<file path="config.mk">
export PLATFORM = sky130hd
export DESIGN_NAME = preemptive_priority_scheduler_flat
export DESIGN_NICKNAME = d
export VERILOG_FILES = /design/src/rtl/core/pps_pkg.sv /design/src/rtl/core/pps_req_if.sv /design/src/rtl/core/pps_rsp_if.sv /design/src/rtl/core/preemptive_priority_scheduler.sv /design/src/rtl/core/pps_ram.sv /design/src/rtl/core/pps_ctrl.sv /design/src/rtl/core/pps_dp.sv /design/src/flat_wrapper.sv
export SDC_FILE = /design/constraint.sdc
export NUM_CORES = 2
export LEC_CHECK = 0
export ABC_AREA = 1
export BUFFER_PORTS_ARGS = -buffer_cell sky130_fd_sc_hd__buf_2
export CAP_MARGIN = 10
export CORE_MARGIN = 2
export CORE_UTILIZATION = 45
export DETAILED_ROUTE_END_ITERATION = 12
export GPL_TIMING_DRIVEN = 0
export HOLD_SLACK_MARGIN = 0.02
export SLEW_MARGIN = 30
export SYNTH_ARGS = -nofsm -noshare
export SYNTH_HDL_FRONTEND = slang
export SYNTH_SLANG_ARGS = --single-unit
</file>
<file path="constraint.sdc">
create_clock -name clk -period 4.8 [get_ports clk]
set_clock_uncertainty 0.05 [all_clocks]
set_input_delay 0.48 -clock clk [delete_from_list [all_inputs] [get_ports clk]]
set_output_delay 0.48 -clock clk [all_outputs]
set_load 0.05 [all_outputs]
</file>
<file path="src/rtl/core/pps_pkg.sv">
// Shared constants, codes and types for the preemptive priority scheduler.
package pps_pkg;

  localparam int NUM_SLOTS = 16;
  localparam int TIME_W    = 16;
  localparam int SLOT_W    = $clog2(NUM_SLOTS);
  localparam int CNT_W     = $clog2(NUM_SLOTS + 1);
  localparam int PID_W     = 8;
  localparam int BURST_W   = 12;
  localparam int PRIO_W    = 8;
  localparam int REQ_W     = 2;
  localparam int CFG_W     = 5;
  localparam int OSLOT_W   = 4;

  localparam logic [TIME_W-1:0] TIME_MAX = '1;

  localparam logic [REQ_W-1:0] REQ_LOAD = 2'd0;
  localparam logic [REQ_W-1:0] REQ_TICK = 2'd1;
  localparam logic [REQ_W-1:0] REQ_READ = 2'd2;

  // one slot record as held in the slot RAM
  typedef struct packed {
    logic [PID_W-1:0]   pid;
    logic [TIME_W-1:0]  arrival;
    logic [BURST_W-1:0] burst;
    logic [BURST_W-1:0] remaining;
    logic [PRIO_W-1:0]  prio;
    logic [TIME_W-1:0]  completion;
  } slot_rec_t;

  localparam int REC_W = $bits(slot_rec_t);

  typedef struct packed {
    logic capture;
    logic do_load;
    logic tick_start;
    logic scan_step;
    logic time_inc;
    logic rd_best;
    logic rd_slot;
    logic cap_read;
    logic cap_tick;
    logic calc_tat;
    logic calc_wt;
    logic out_load;
  } dp_cmd_t;

  typedef struct packed {
    logic [REQ_W-1:0] in_req;
    logic             scan_done;
    logic             found;
    logic             out_busy;
  } dp_stat_t;

endpackage

</file>
<file path="src/rtl/core/pps_req_if.sv">
// Request channel: valid/ready handshake with one scheduler request.
interface pps_req_if;
  logic                       valid;
  logic                       ready;
  logic [pps_pkg::REQ_W-1:0]  req_type;
  logic [pps_pkg::SLOT_W-1:0] slot_index;
  logic [pps_pkg::PID_W-1:0]  proc_id;
  logic [pps_pkg::TIME_W-1:0] arrival_time;
  logic [pps_pkg::BURST_W-1:0] burst_length;
  logic [pps_pkg::PRIO_W-1:0] prio_level;

  modport source (output valid, req_type, slot_index, proc_id, arrival_time,
                  burst_length, prio_level, input ready);
  modport sink (input valid, req_type, slot_index, proc_id, arrival_time,
                burst_length, prio_level, output ready);
endinterface

</file>
<file path="src/rtl/core/pps_rsp_if.sv">
// Result channel: valid/ready handshake with one scheduler result.
interface pps_rsp_if;
  logic                        valid;
  logic                        ready;
  logic [pps_pkg::OSLOT_W-1:0] chosen_slot;
  logic                        idle_tick;
  logic [pps_pkg::TIME_W-1:0]  time_now;
  logic                        slot_finished;
  logic [pps_pkg::PID_W-1:0]   out_proc_id;
  logic [pps_pkg::TIME_W-1:0]  completion_time;
  logic [pps_pkg::TIME_W-1:0]  turnaround_time;
  logic [pps_pkg::TIME_W-1:0]  waiting_time;
  logic                        all_done;

  modport source (output valid, chosen_slot, idle_tick, time_now, slot_finished,
                  out_proc_id, completion_time, turnaround_time, waiting_time,
                  all_done, input ready);
  modport sink (input valid, chosen_slot, idle_tick, time_now, slot_finished,
                out_proc_id, completion_time, turnaround_time, waiting_time,
                all_done, output ready);
endinterface

</file>
<file path="src/rtl/core/preemptive_priority_scheduler.sv">
// Top level of the preemptive priority scheduler: controller, datapath and channels.
//
// Each accepted request returns exactly one result. A load writes a slot's pid,
// arrival, burst and priority and reports that slot; a read reports a slot's
// completion, turnaround and waiting times; a tick scans the active slots, runs
// the eligible one with the highest priority (lowest index on a tie), advances
// the saturating clock by one and reports the run slot, or flags an idle tick.
// The first tick moves the clock to the least arrival time loaded so far.
// Requests are handled one at a time. The priority scan of a tick reads one slot
// record per cycle through the single read port of the slot RAM. The block is
// ready for the next request in the cycle after the result is registered, even if
// that result is still waiting to be taken. active_count is written through
// cfg_we/cfg_data; the user must do so only while idle, as the block itself does
// not enforce it. Values above the slot count act as the full slot count.
module preemptive_priority_scheduler (
  input  logic                      clk,
  input  logic                      rst_n,
  input  logic                      cfg_we,
  input  logic [pps_pkg::CFG_W-1:0] cfg_data,
  pps_req_if.sink                   in_chan,
  pps_rsp_if.source                 out_chan
);

  pps_pkg::dp_cmd_t  cmd;
  pps_pkg::dp_stat_t stat;

  // sequencer: one request in flight
  pps_ctrl u_ctrl (
    .clk      (clk),
    .rst_n    (rst_n),
    .in_valid (in_chan.valid),
    .in_ready (in_chan.ready),
    .stat     (stat),
    .cmd      (cmd)
  );

  // slot table, clock, scan and result register
  pps_dp u_dp (
    .clk                 (clk),
    .rst_n               (rst_n),
    .cmd                 (cmd),
    .stat                (stat),
    .cfg_we              (cfg_we),
    .cfg_data            (cfg_data),
    .in_req_type         (in_chan.req_type),
    .in_slot_index       (in_chan.slot_index),
    .in_proc_id          (in_chan.proc_id),
    .in_arrival_time     (in_chan.arrival_time),
    .in_burst_length     (in_chan.burst_length),
    .in_prio_level       (in_chan.prio_level),
    .out_ready           (out_chan.ready),
    .out_valid           (out_chan.valid),
    .out_chosen_slot     (out_chan.chosen_slot),
    .out_idle_tick       (out_chan.idle_tick),
    .out_time_now        (out_chan.time_now),
    .out_slot_finished   (out_chan.slot_finished),
    .out_proc_id         (out_chan.out_proc_id),
    .out_completion_time (out_chan.completion_time),
    .out_turnaround_time (out_chan.turnaround_time),
    .out_waiting_time    (out_chan.waiting_time),
    .out_all_done        (out_chan.all_done)
  );

endmodule

</file>
<file path="src/rtl/core/pps_ram.sv">
// Generic single-write, single-read RAM with registered read data.
module pps_ram #(
  parameter int WIDTH = 8,
  parameter int DEPTH = 16
) (
  input  logic                     clk,
  input  logic                     we,
  input  logic [$clog2(DEPTH)-1:0] waddr,
  input  logic [WIDTH-1:0]         wdata,
  input  logic [$clog2(DEPTH)-1:0] raddr,
  output logic [WIDTH-1:0]         rdata
);

  logic [WIDTH-1:0] mem [DEPTH];

  always_ff @(posedge clk) begin
    if (we) begin
      mem[waddr] <= wdata;
    end
    rdata <= mem[raddr];
  end

endmodule

</file>
<file path="src/rtl/core/pps_ctrl.sv">
// Sequencer for the scheduler: steps each request through the datapath.
module pps_ctrl (
  input  logic              clk,
  input  logic              rst_n,
  input  logic              in_valid,
  output logic              in_ready,
  input  pps_pkg::dp_stat_t stat,
  output pps_pkg::dp_cmd_t  cmd
);

  localparam logic [3:0] ST_IDLE     = 4'd0;
  localparam logic [3:0] ST_LOAD     = 4'd1;
  localparam logic [3:0] ST_TSTART   = 4'd2;
  localparam logic [3:0] ST_SCAN     = 4'd3;
  localparam logic [3:0] ST_DECIDE   = 4'd4;
  localparam logic [3:0] ST_RD_BEST  = 4'd5;
  localparam logic [3:0] ST_CAP_TICK = 4'd6;
  localparam logic [3:0] ST_RD_SLOT  = 4'd7;
  localparam logic [3:0] ST_CAP_READ = 4'd8;
  localparam logic [3:0] ST_TAT      = 4'd9;
  localparam logic [3:0] ST_WT       = 4'd10;
  localparam logic [3:0] ST_FINISH   = 4'd11;

  logic [3:0] state_r, state_nxt;

  assign in_ready = (state_r == ST_IDLE);

  always_comb begin
    state_nxt = state_r;
    cmd       = '0;
    case (state_r)
      ST_IDLE: begin
        if (in_valid) begin
          cmd.capture = 1'b1;
          case (stat.in_req)
            pps_pkg::REQ_LOAD: state_nxt = ST_LOAD;
            pps_pkg::REQ_TICK: state_nxt = ST_TSTART;
            pps_pkg::REQ_READ: state_nxt = ST_RD_SLOT;
            default:           state_nxt = ST_FINISH;
          endcase
        end
      end
      ST_LOAD: begin
        cmd.do_load = 1'b1;
        state_nxt   = ST_TAT;
      end
      ST_TSTART: begin
        cmd.tick_start = 1'b1;
        state_nxt      = ST_SCAN;
      end
      ST_SCAN: begin
        cmd.scan_step = 1'b1;
        if (stat.scan_done) begin
          state_nxt = ST_DECIDE;
        end
      end
      ST_DECIDE: begin
        cmd.time_inc = 1'b1;
        state_nxt    = stat.found ? ST_RD_BEST : ST_FINISH;
      end
      ST_RD_BEST: begin
        cmd.rd_best = 1'b1;
        state_nxt   = ST_CAP_TICK;
      end
      ST_CAP_TICK: begin
        cmd.cap_tick = 1'b1;
        state_nxt    = ST_TAT;
      end
      ST_RD_SLOT: begin
        cmd.rd_slot = 1'b1;
        state_nxt   = ST_CAP_READ;
      end
      ST_CAP_READ: begin
        cmd.cap_read = 1'b1;
        state_nxt    = ST_TAT;
      end
      ST_TAT: begin
        cmd.calc_tat = 1'b1;
        state_nxt    = ST_WT;
      end
      ST_WT: begin
        cmd.calc_wt = 1'b1;
        state_nxt   = ST_FINISH;
      end
      ST_FINISH: begin
        if (!stat.out_busy) begin
          cmd.out_load = 1'b1;
          state_nxt    = ST_IDLE;
        end
      end
      default: state_nxt = ST_IDLE;
    endcase
  end

  always_ff @(posedge clk) begin
    if (!rst_n) begin
      state_r <= ST_IDLE;
    end else begin
      state_r <= state_nxt;
    end
  end

endmodule

</file>
<file path="src/rtl/core/pps_dp.sv">
// Scheduler datapath: slot RAM, clock, scan registers, report and output register.
module pps_dp (
  input  logic                           clk,
  input  logic                           rst_n,
  input  pps_pkg::dp_cmd_t               cmd,
  output pps_pkg::dp_stat_t              stat,
  // configuration
  input  logic                           cfg_we,
  input  logic [pps_pkg::CFG_W-1:0]      cfg_data,
  // request payload
  input  logic [pps_pkg::REQ_W-1:0]      in_req_type,
  input  logic [pps_pkg::SLOT_W-1:0]     in_slot_index,
  input  logic [pps_pkg::PID_W-1:0]      in_proc_id,
  input  logic [pps_pkg::TIME_W-1:0]     in_arrival_time,
  input  logic [pps_pkg::BURST_W-1:0]    in_burst_length,
  input  logic [pps_pkg::PRIO_W-1:0]     in_prio_level,
  // result
  input  logic                           out_ready,
  output logic                           out_valid,
  output logic [pps_pkg::OSLOT_W-1:0]    out_chosen_slot,
  output logic                           out_idle_tick,
  output logic [pps_pkg::TIME_W-1:0]     out_time_now,
  output logic                           out_slot_finished,
  output logic [pps_pkg::PID_W-1:0]      out_proc_id,
  output logic [pps_pkg::TIME_W-1:0]     out_completion_time,
  output logic [pps_pkg::TIME_W-1:0]     out_turnaround_time,
  output logic [pps_pkg::TIME_W-1:0]     out_waiting_time,
  output logic                           out_all_done
);

  // captured request
  logic [pps_pkg::REQ_W-1:0]    req_r;
  logic [pps_pkg::SLOT_W-1:0]   slot_r;
  logic [pps_pkg::PID_W-1:0]    pid_r;
  logic [pps_pkg::TIME_W-1:0]   arr_r;
  logic [pps_pkg::BURST_W-1:0]  burst_r;
  logic [pps_pkg::PRIO_W-1:0]   prio_r;

  // control state
  logic [pps_pkg::CFG_W-1:0]    active_r;
  logic [pps_pkg::TIME_W-1:0]   time_r, time_nxt;
  logic [pps_pkg::TIME_W-1:0]   least_r, least_nxt;
  logic                         started_r, started_nxt;
  logic [pps_pkg::NUM_SLOTS-1:0] busy_r, busy_nxt;
  logic [pps_pkg::CNT_W-1:0]    scan_cnt_r, scan_cnt_nxt;
  logic                         pend_v_r, pend_v_nxt;
  logic                         found_r, found_nxt;
  logic                         out_valid_r, out_valid_nxt;

  // scan payload
  logic [pps_pkg::SLOT_W-1:0]   pend_idx_r;
  logic [pps_pkg::SLOT_W-1:0]   best_r;
  logic [pps_pkg::PRIO_W-1:0]   best_prio_r;

  // report registers
  logic [pps_pkg::PID_W-1:0]    rep_pid_r;
  logic [pps_pkg::TIME_W-1:0]   rep_arr_r;
  logic [pps_pkg::BURST_W-1:0]  rep_burst_r;
  logic [pps_pkg::BURST_W-1:0]  rep_rem_r;
  logic [pps_pkg::TIME_W-1:0]   rep_comp_r;
  logic [pps_pkg::TIME_W-1:0]   tat_r;
  logic [pps_pkg::TIME_W-1:0]   wt_r;

  // output register
  logic [pps_pkg::OSLOT_W-1:0]  o_slot_r;
  logic                         o_idle_r;
  logic [pps_pkg::TIME_W-1:0]   o_time_r;
  logic                         o_fin_r;
  logic [pps_pkg::PID_W-1:0]    o_pid_r;
  logic [pps_pkg::TIME_W-1:0]   o_comp_r;
  logic [pps_pkg::TIME_W-1:0]   o_tat_r;
  logic [pps_pkg::TIME_W-1:0]   o_wt_r;
  logic                         o_done_r;

  // RAM
  logic                         ram_we;
  logic [pps_pkg::SLOT_W-1:0]   ram_waddr, ram_raddr;
  pps_pkg::slot_rec_t           ram_wrec, ram_rrec, load_rec, upd_rec;
  logic [pps_pkg::REC_W-1:0]    ram_rdata;

  logic [pps_pkg::CNT_W-1:0]    n_eff;
  logic [pps_pkg::NUM_SLOTS-1:0] act_mask;
  logic                         all_done;
  logic                         issue;
  logic                         elig;

  assign ram_rrec = pps_pkg::slot_rec_t'(ram_rdata);

  always_comb begin
    if (32'(active_r) > pps_pkg::NUM_SLOTS) begin
      n_eff = pps_pkg::CNT_W'(pps_pkg::NUM_SLOTS);
    end else begin
      n_eff = pps_pkg::CNT_W'(active_r);
    end
    for (int i = 0; i < pps_pkg::NUM_SLOTS; i++) begin
      act_mask[i] = (i < 32'(n_eff));
    end
  end

  assign all_done = ((busy_r & act_mask) == '0);
  assign issue    = (scan_cnt_r < n_eff);
  assign elig     = pend_v_r && busy_r[pend_idx_r] && (ram_rrec.arrival <= time_r);

  always_comb begin
    load_rec.pid        = pid_r;
    load_rec.arrival    = arr_r;
    load_rec.burst      = burst_r;
    load_rec.remaining  = burst_r;
    load_rec.prio       = prio_r;
    load_rec.completion = '0;

    upd_rec            = ram_rrec;
    upd_rec.remaining  = ram_rrec.remaining - pps_pkg::BURST_W'(1);
    upd_rec.completion = time_r;

    ram_we    = cmd.do_load | cmd.cap_tick;
    ram_waddr = cmd.cap_tick ? best_r : slot_r;
    ram_wrec  = cmd.cap_tick ? upd_rec : load_rec;

    if (cmd.rd_best) begin
      ram_raddr = best_r;
    end else if (cmd.rd_slot) begin
      ram_raddr = slot_r;
    end else begin
      ram_raddr = scan_cnt_r[pps_pkg::SLOT_W-1:0];
    end
  end

  pps_ram #(
    .WIDTH (pps_pkg::REC_W),
    .DEPTH (pps_pkg::NUM_SLOTS)
  ) u_slot_ram (
    .clk   (clk),
    .we    (ram_we),
    .waddr (ram_waddr),
    .wdata (ram_wrec),
    .raddr (ram_raddr),
    .rdata (ram_rdata)
  );

  // control next state
  always_comb begin
    time_nxt      = time_r;
    least_nxt     = least_r;
    started_nxt   = started_r;
    busy_nxt      = busy_r;
    scan_cnt_nxt  = scan_cnt_r;
    pend_v_nxt    = pend_v_r;
    found_nxt     = found_r;
    out_valid_nxt = out_valid_r;

    if (cmd.do_load) begin
      if (arr_r < least_r) begin
        least_nxt = arr_r;
      end
      busy_nxt[slot_r] = (burst_r != '0);
    end
    if (cmd.tick_start) begin
      if (!started_r) begin
        time_nxt    = least_r;
        started_nxt = 1'b1;
      end
      scan_cnt_nxt = '0;
      pend_v_nxt   = 1'b0;
      found_nxt    = 1'b0;
    end
    if (cmd.scan_step) begin
      pend_v_nxt = issue;
      if (issue) begin
        scan_cnt_nxt = scan_cnt_r + pps_pkg::CNT_W'(1);
      end
      if (elig) begin
        found_nxt = 1'b1;
      end
    end
    if (cmd.time_inc && (time_r != pps_pkg::TIME_MAX)) begin
      time_nxt = time_r + pps_pkg::TIME_W'(1);
    end
    if (cmd.cap_tick) begin
      busy_nxt[best_r] = (upd_rec.remaining != '0);
    end
    if (out_valid_r && out_ready) begin
      out_valid_nxt = 1'b0;
    end
    if (cmd.out_load) begin
      out_valid_nxt = 1'b1;
    end
  end

  always_ff @(posedge clk) begin
    if (!rst_n) begin
      active_r    <= '0;
      time_r      <= '0;
      least_r     <= pps_pkg::TIME_MAX;
      started_r   <= 1'b0;
      busy_r      <= '0;
      scan_cnt_r  <= '0;
      pend_v_r    <= 1'b0;
      found_r     <= 1'b0;
      out_valid_r <= 1'b0;
    end else begin
      if (cfg_we) begin
        active_r <= cfg_data;
      end
      time_r      <= time_nxt;
      least_r     <= least_nxt;
      started_r   <= started_nxt;
      busy_r      <= busy_nxt;
      scan_cnt_r  <= scan_cnt_nxt;
      pend_v_r    <= pend_v_nxt;
      found_r     <= found_nxt;
      out_valid_r <= out_valid_nxt;
    end
  end

  // payload registers
  always_ff @(posedge clk) begin
    if (cmd.capture) begin
      req_r   <= in_req_type;
      slot_r  <= in_slot_index;
      pid_r   <= in_proc_id;
      arr_r   <= in_arrival_time;
      burst_r <= in_burst_length;
      prio_r  <= in_prio_level;
    end
    if (cmd.scan_step && issue) begin
      pend_idx_r <= scan_cnt_r[pps_pkg::SLOT_W-1:0];
    end
    // strict > keeps the lowest index on equal priority
    if (elig && (!found_r || (ram_rrec.prio > best_prio_r))) begin
      best_r      <= pend_idx_r;
      best_prio_r <= ram_rrec.prio;
    end
    if (cmd.do_load) begin
      rep_pid_r   <= pid_r;
      rep_arr_r   <= arr_r;
      rep_burst_r <= burst_r;
      rep_rem_r   <= burst_r;
      rep_comp_r  <= '0;
    end
    if (cmd.cap_read) begin
      rep_pid_r   <= ram_rrec.pid;
      rep_arr_r   <= ram_rrec.arrival;
      rep_burst_r <= ram_rrec.burst;
      rep_rem_r   <= ram_rrec.remaining;
      rep_comp_r  <= ram_rrec.completion;
    end
    if (cmd.cap_tick) begin
      rep_pid_r   <= upd_rec.pid;
      rep_arr_r   <= upd_rec.arrival;
      rep_burst_r <= upd_rec.burst;
      rep_rem_r   <= upd_rec.remaining;
      rep_comp_r  <= upd_rec.completion;
    end
    if (cmd.calc_tat) begin
      tat_r <= (rep_comp_r >= rep_arr_r) ? (rep_comp_r - rep_arr_r) : '0;
    end
    if (cmd.calc_wt) begin
      wt_r <= (tat_r >= pps_pkg::TIME_W'(rep_burst_r))
              ? (tat_r - pps_pkg::TIME_W'(rep_burst_r)) : '0;
    end
    if (cmd.out_load) begin
      o_time_r <= time_r;
      o_done_r <= all_done;
      if ((req_r == pps_pkg::REQ_LOAD) || (req_r == pps_pkg::REQ_READ) ||
          ((req_r == pps_pkg::REQ_TICK) && found_r)) begin
        o_slot_r <= pps_pkg::OSLOT_W'((req_r == pps_pkg::REQ_TICK) ? best_r : slot_r);
        o_idle_r <= 1'b0;
        o_fin_r  <= (rep_rem_r == '0);
        o_pid_r  <= rep_pid_r;
        o_comp_r <= rep_comp_r;
        o_tat_r  <= tat_r;
        o_wt_r   <= wt_r;
      end else begin
        // idle tick or unused request: slot fields stay zero
        o_slot_r <= '0;
        o_idle_r <= (req_r == pps_pkg::REQ_TICK);
        o_fin_r  <= 1'b0;
        o_pid_r  <= '0;
        o_comp_r <= '0;
        o_tat_r  <= '0;
        o_wt_r   <= '0;
      end
    end
  end

  assign stat.in_req    = in_req_type;
  assign stat.scan_done = !pend_v_r && !issue;
  assign stat.found     = found_r;
  assign stat.out_busy  = out_valid_r && !out_ready;

  assign out_valid           = out_valid_r;
  assign out_chosen_slot     = o_slot_r;
  assign out_idle_tick       = o_idle_r;
  assign out_time_now        = o_time_r;
  assign out_slot_finished   = o_fin_r;
  assign out_proc_id         = o_pid_r;
  assign out_completion_time = o_comp_r;
  assign out_turnaround_time = o_tat_r;
  assign out_waiting_time    = o_wt_r;
  assign out_all_done        = o_done_r;

endmodule

</file>
<file path="src/flat_wrapper.sv">
// flat-port wrapper written by rule: the top's interface ports become plain ports
module preemptive_priority_scheduler_flat 
  (clk, rst_n, cfg_we, cfg_data, in_chan_valid, in_chan_req_type, in_chan_slot_index, in_chan_proc_id, in_chan_arrival_time, in_chan_burst_length, in_chan_prio_level, in_chan_ready, out_chan_valid, out_chan_chosen_slot, out_chan_idle_tick, out_chan_time_now, out_chan_slot_finished, out_chan_out_proc_id, out_chan_completion_time, out_chan_turnaround_time, out_chan_waiting_time, out_chan_all_done, out_chan_ready);
  pps_req_if in_chan_i ();
  pps_rsp_if out_chan_i ();
  input  logic clk;
  input  logic rst_n;
  input  logic cfg_we;
  input  logic [pps_pkg::CFG_W-1:0] cfg_data;
  input wire logic [$bits(in_chan_i.valid)-1:0] in_chan_valid;
  input wire logic [$bits(in_chan_i.req_type)-1:0] in_chan_req_type;
  input wire logic [$bits(in_chan_i.slot_index)-1:0] in_chan_slot_index;
  input wire logic [$bits(in_chan_i.proc_id)-1:0] in_chan_proc_id;
  input wire logic [$bits(in_chan_i.arrival_time)-1:0] in_chan_arrival_time;
  input wire logic [$bits(in_chan_i.burst_length)-1:0] in_chan_burst_length;
  input wire logic [$bits(in_chan_i.prio_level)-1:0] in_chan_prio_level;
  output wire logic [$bits(in_chan_i.ready)-1:0] in_chan_ready;
  output wire logic [$bits(out_chan_i.valid)-1:0] out_chan_valid;
  output wire logic [$bits(out_chan_i.chosen_slot)-1:0] out_chan_chosen_slot;
  output wire logic [$bits(out_chan_i.idle_tick)-1:0] out_chan_idle_tick;
  output wire logic [$bits(out_chan_i.time_now)-1:0] out_chan_time_now;
  output wire logic [$bits(out_chan_i.slot_finished)-1:0] out_chan_slot_finished;
  output wire logic [$bits(out_chan_i.out_proc_id)-1:0] out_chan_out_proc_id;
  output wire logic [$bits(out_chan_i.completion_time)-1:0] out_chan_completion_time;
  output wire logic [$bits(out_chan_i.turnaround_time)-1:0] out_chan_turnaround_time;
  output wire logic [$bits(out_chan_i.waiting_time)-1:0] out_chan_waiting_time;
  output wire logic [$bits(out_chan_i.all_done)-1:0] out_chan_all_done;
  input wire logic [$bits(out_chan_i.ready)-1:0] out_chan_ready;
  assign in_chan_i.valid = in_chan_valid;
  assign in_chan_i.req_type = in_chan_req_type;
  assign in_chan_i.slot_index = in_chan_slot_index;
  assign in_chan_i.proc_id = in_chan_proc_id;
  assign in_chan_i.arrival_time = in_chan_arrival_time;
  assign in_chan_i.burst_length = in_chan_burst_length;
  assign in_chan_i.prio_level = in_chan_prio_level;
  assign in_chan_ready = in_chan_i.ready;
  assign out_chan_valid = out_chan_i.valid;
  assign out_chan_chosen_slot = out_chan_i.chosen_slot;
  assign out_chan_idle_tick = out_chan_i.idle_tick;
  assign out_chan_time_now = out_chan_i.time_now;
  assign out_chan_slot_finished = out_chan_i.slot_finished;
  assign out_chan_out_proc_id = out_chan_i.out_proc_id;
  assign out_chan_completion_time = out_chan_i.completion_time;
  assign out_chan_turnaround_time = out_chan_i.turnaround_time;
  assign out_chan_waiting_time = out_chan_i.waiting_time;
  assign out_chan_all_done = out_chan_i.all_done;
  assign out_chan_i.ready = out_chan_ready;
  preemptive_priority_scheduler u_core (.clk(clk), .rst_n(rst_n), .cfg_we(cfg_we), .cfg_data(cfg_data), .in_chan(in_chan_i), .out_chan(out_chan_i));
endmodule
</file>
==> results.md <==
- Clk buf depth: 3
- Number of global-route vias before repair: 46.88k
- Top-level port count: 141
- Max Transition Viols Final: 0
- Synth Register Bits: 1,531
- Setup WS pre-CTS: 0.8367 ns
- Synth warn: 0
- Fillers: 13.01k
- Multi-input logic area: 17,790 um^2
- Crit path kind: reg2reg
- Leading area contributor after synthesis: edfxtp_1
- R2r setup slk: 0.65 ns
- Top post-synthesis cells by area: edfxtp_1, nand3_1, nand2_1, inv_1, dfxtp_1
- List of most frequent post-synthesis cells: edfxtp_1, nand3_1, nand2_1, inv_1, nand3b_1
- Max-capacitance violation count: 0
- R2r endpoint: u_core.u_dp.u_slot_ram.mem[12][27]
- DR WL/cell: 23.02 um
- R2R cell count: 11
- Fmax: 241.0 MHz
- Pin count of the biggest net entering global routing: 48
- Peak VDD IR: 0.0002768 V
- Tot GR Track Use: 0.2678
- Reg2reg start: u_core.u_ctrl.state_r[1]
- 1st-pass router iterations: 6
- CTS sink cnt: 1,531
- Area growth syn-to-layout: 17.17%
- Register area: 44,590 um^2
- Root Driver: clkbuf_16
- Post-synthesis sequential area ratio: 0.6535
- Hold Path Stages: 3
- Avg Inst Size Synth: 10.38 um^2
- Core outline area: 150,100 um^2
- Initial antenna violation count: 8
- Outcome: finished, final reports clean
- Synthesized cell area: 68,240 um^2
- Skew-Pair Late Insertion Delay: 0.81 ns
- Hold endpoint: u_core.u_ctrl.state_r[0]
- Simple-gate area share of the yosys netlist: 0.2132
- Critical Path RT: 5.26 ns
- Die Y: 393.4 um
- Vias per inst: 5.324
- LEAKAGE: 32.52 nW
- Routed WL: 211,800 um
- PD cells: 484.6 nW/um^2
- Share of cells above drive strength 1: 0.1081
- Post-synth net total: 6,709
- Die area: 154,800 um^2
- Post-synth EDFFs: 1,393
- XOR/XNOR share of the synthesized area: 0.003722
- RSZ-0062 raised after global routing: false
- Num rows: 142
- Post-synthesis adder-cell area fraction: 0.01434
- Synth cell types: 46
- H-tree Lvls: 4
- Worst setup margin: 0.6509 ns
- Rel. slew slack: 0.3038
- GPL Wtd Cong: 0.9267
- Multiplexer share of the synthesized area: 0
- Remaining DRCs: 0
- Async set-reset flop share out of synthesis: 0
- Iteration-0 DRC count of the detailed router: 5,525
- Worst Setup End Kind: register
- CTS tree: yes
- Total setup buffers inserted after CTS: 0
- CP max FO: 15
- Dpl hpwl: 153,700 um
- Setup Total Neg Slack: 0 ns
- Die width: 393.4 um
- Gate Count Post-Synth: 6,572
- Hold Fails Final Rpt: 0
- Yosys top cell area share: 0.6130
- Critical path arrival: 4.61 ns
- Grt ovf: 0
- Nets: 7,186
- Main combinational cell family by area after synthesis: simple AND/OR/NAND/NOR gates
- Tmin final: 4.149 ns
- Via count: 48.98k
- Measured slew at the worst slew-check pin: 1.044 ns
- Worst Hold Class: in2reg
- Complex-gate fraction of the synthesized area: 0.02463
- Most frequent cell after synthesis: edfxtp_1
- Top FF cell, synth: edfxtp_1
- # port buffers: 139
- Total CTS buffers: 161
- Final period util: 0.8644
- Hold path start: rst_n
- Antenna-violating nets left: 0
- Starting Density: 0.4545
- CP startpoint kind: register
- Final hold slack: 0.2535 ns
- Clk slew on worst S/H paths: 0.06 ns
- # setup viols final: 0
- First-pass GRT wire length: 304,400 um
==> worst max-delay path: stages, from the launching register on <==
cell and delay [ns]:
dfxtp_1 0.42, inv_1 0.06, nor2_1 0.25, nand2_1 0.12
buf_2 0.19, o21ai_0 0.78, nand3_1 0.57, nor2_4 0.62
buf_16 0.23, buf_16 0.18, buf_16 0.19, buf_8 0.17
==> where the power goes <==
part / total [mW] / switching [mW] / internal (mW)
sequential: 17.2 / 0.758 / 16.5
combinational: 9.45 / 6.74 / 2.71
clock: 12.1 / 5.21 / 6.85
==> layout by cell type (no fill, tap or decap), types with 10 or more instances in the layout <==
cell type      instances
nor2_1               213
xor2_1                27
clkinv_1              24
buf_4                 41
nor3_1                37
buf_2                281
edfxtp_1            1393
a31oi_1               14
o21ai_2               32
o211ai_1              11
dlygate4sd3_1         62
nor2_4                19
o21ai_0              118
inv_1               1167
buf_1                 36
ha_1                  75
nor2_2                23
clkbuf_1             146
buf_6                 43
clkinv_2              22
buf_16                73
buf_8                 14
nand4_1               33
clkbuf_16            166
clkbuf_8              10
a21oi_1              102
dfxtp_1              138
nand3_1             1259
nand2_1             1220
nand3b_1             290
==> final cells by class <==
type	instances	share of cell area
inverters	1176	0.05527
well taps	2016	0.03155
repair buffers	314	0.04768
multi-input cells	3529	0.2224
plain buffers	336	0.02222
diodes	3	0.00009389
flip-flops and latches	1531	0.5577
clock buffers	230	0.05621
clock inverters	65	0.006807
==> layer usage <==
layer,global-route usage,share of wire
met1,0.3465,0.40
met2,0.4398,0.47
met3,0.05049,0.090
met4,0.1166,0.044
met5,0,0
==> stage by stage <==
| step | power (mW) | instance area [um^2] | instances | util |
|---|---|---|---|---|
| floorplan | 22.83 | 68240 | 6572 | - |
| finish | 38.75 | 79960 | 9200 | 0.5326 |
| detailed placement | 26.75 | 74260 | 8840 | 0.4946 |
| global placement | 26.37 | 71460 | 8727 | 0.4760 |
| CTS | 38.75 | 79920 | 9197 | 0.5323 |
| global route | 40.30 | 79950 | 9197 | 0.5325 |
==> flip-flops by register name, summed over array words and instances (netlist names), 8 cells and up <==
register	cells
u_core.u_dp.out_completion_time	16
u_core.u_dp.best_prio_r	8
u_core.u_dp.rep_comp_r	16
u_core.u_dp.tat_r	16
u_core.u_dp.out_time_now	16
u_core.u_dp.pid_r	8
u_core.u_dp.rep_rem_r	12
u_core.u_dp.out_waiting_time	16
u_core.u_dp.out_turnaround_time	16
u_core.u_dp.out_proc_id	8
u_core.u_dp.wt_r	16
u_core.u_dp.rep_pid_r	8
u_core.u_dp.time_r	16
u_core.u_dp.u_slot_ram.mem	1152
u_core.u_dp.u_slot_ram.rdata	72
u_core.u_dp.burst_r	12
u_core.u_dp.arr_r	16
u_core.u_dp.rep_arr_r	16
u_core.u_dp.least_r	16
u_core.u_dp.prio_r	8
u_core.u_dp.rep_burst_r	12
u_core.u_dp.busy_r	16
==> logic make-up (layout without fill, tap and decap cells) <==
logic type | count (synthesis) | count (layout)
AO/OA/AOI/OAI | 312 | 312
buffers and inverters | 1512 | 2121
adder cells (fa/ha/maj) | 77 | 77
other | 0 | 3
AND/OR/NAND/NOR | 3111 | 3111
XOR/XNOR | 29 | 29
flip-flops | 1531 | 1531
==> worst max path at each step <==
stage,startpoint,endpoint,cells past startpoint
5_1_grt,u_core.u_ctrl.state_r[1],u_core.u_dp.u_slot_ram.mem[12][33],11
3_3_place_gp,u_core.u_ctrl.state_r[1],u_core.u_dp.u_slot_ram.mem[5][34],7
3_5_place_dp,u_core.u_ctrl.state_r[1],u_core.u_dp.u_slot_ram.mem[12][30],11
4_1_cts,u_core.u_ctrl.state_r[1],u_core.u_dp.u_slot_ram.mem[12][27],11
2_1_floorplan,u_core.u_ctrl.state_r[1],u_core.u_dp.u_slot_ram.mem[2][0],9
6_report,u_core.u_ctrl.state_r[1],u_core.u_dp.u_slot_ram.mem[12][27],11
==> repair_timing <==
| item | 4_1_cts | 5_1_grt |
|---|---|---|
| hold buffers | 62 | 0 |
| gates resized for setup | 0 | 0 |
| hold endpoints to repair | 58 | 0 |
No activity file was read; power rests on OpenSTA's default activity.
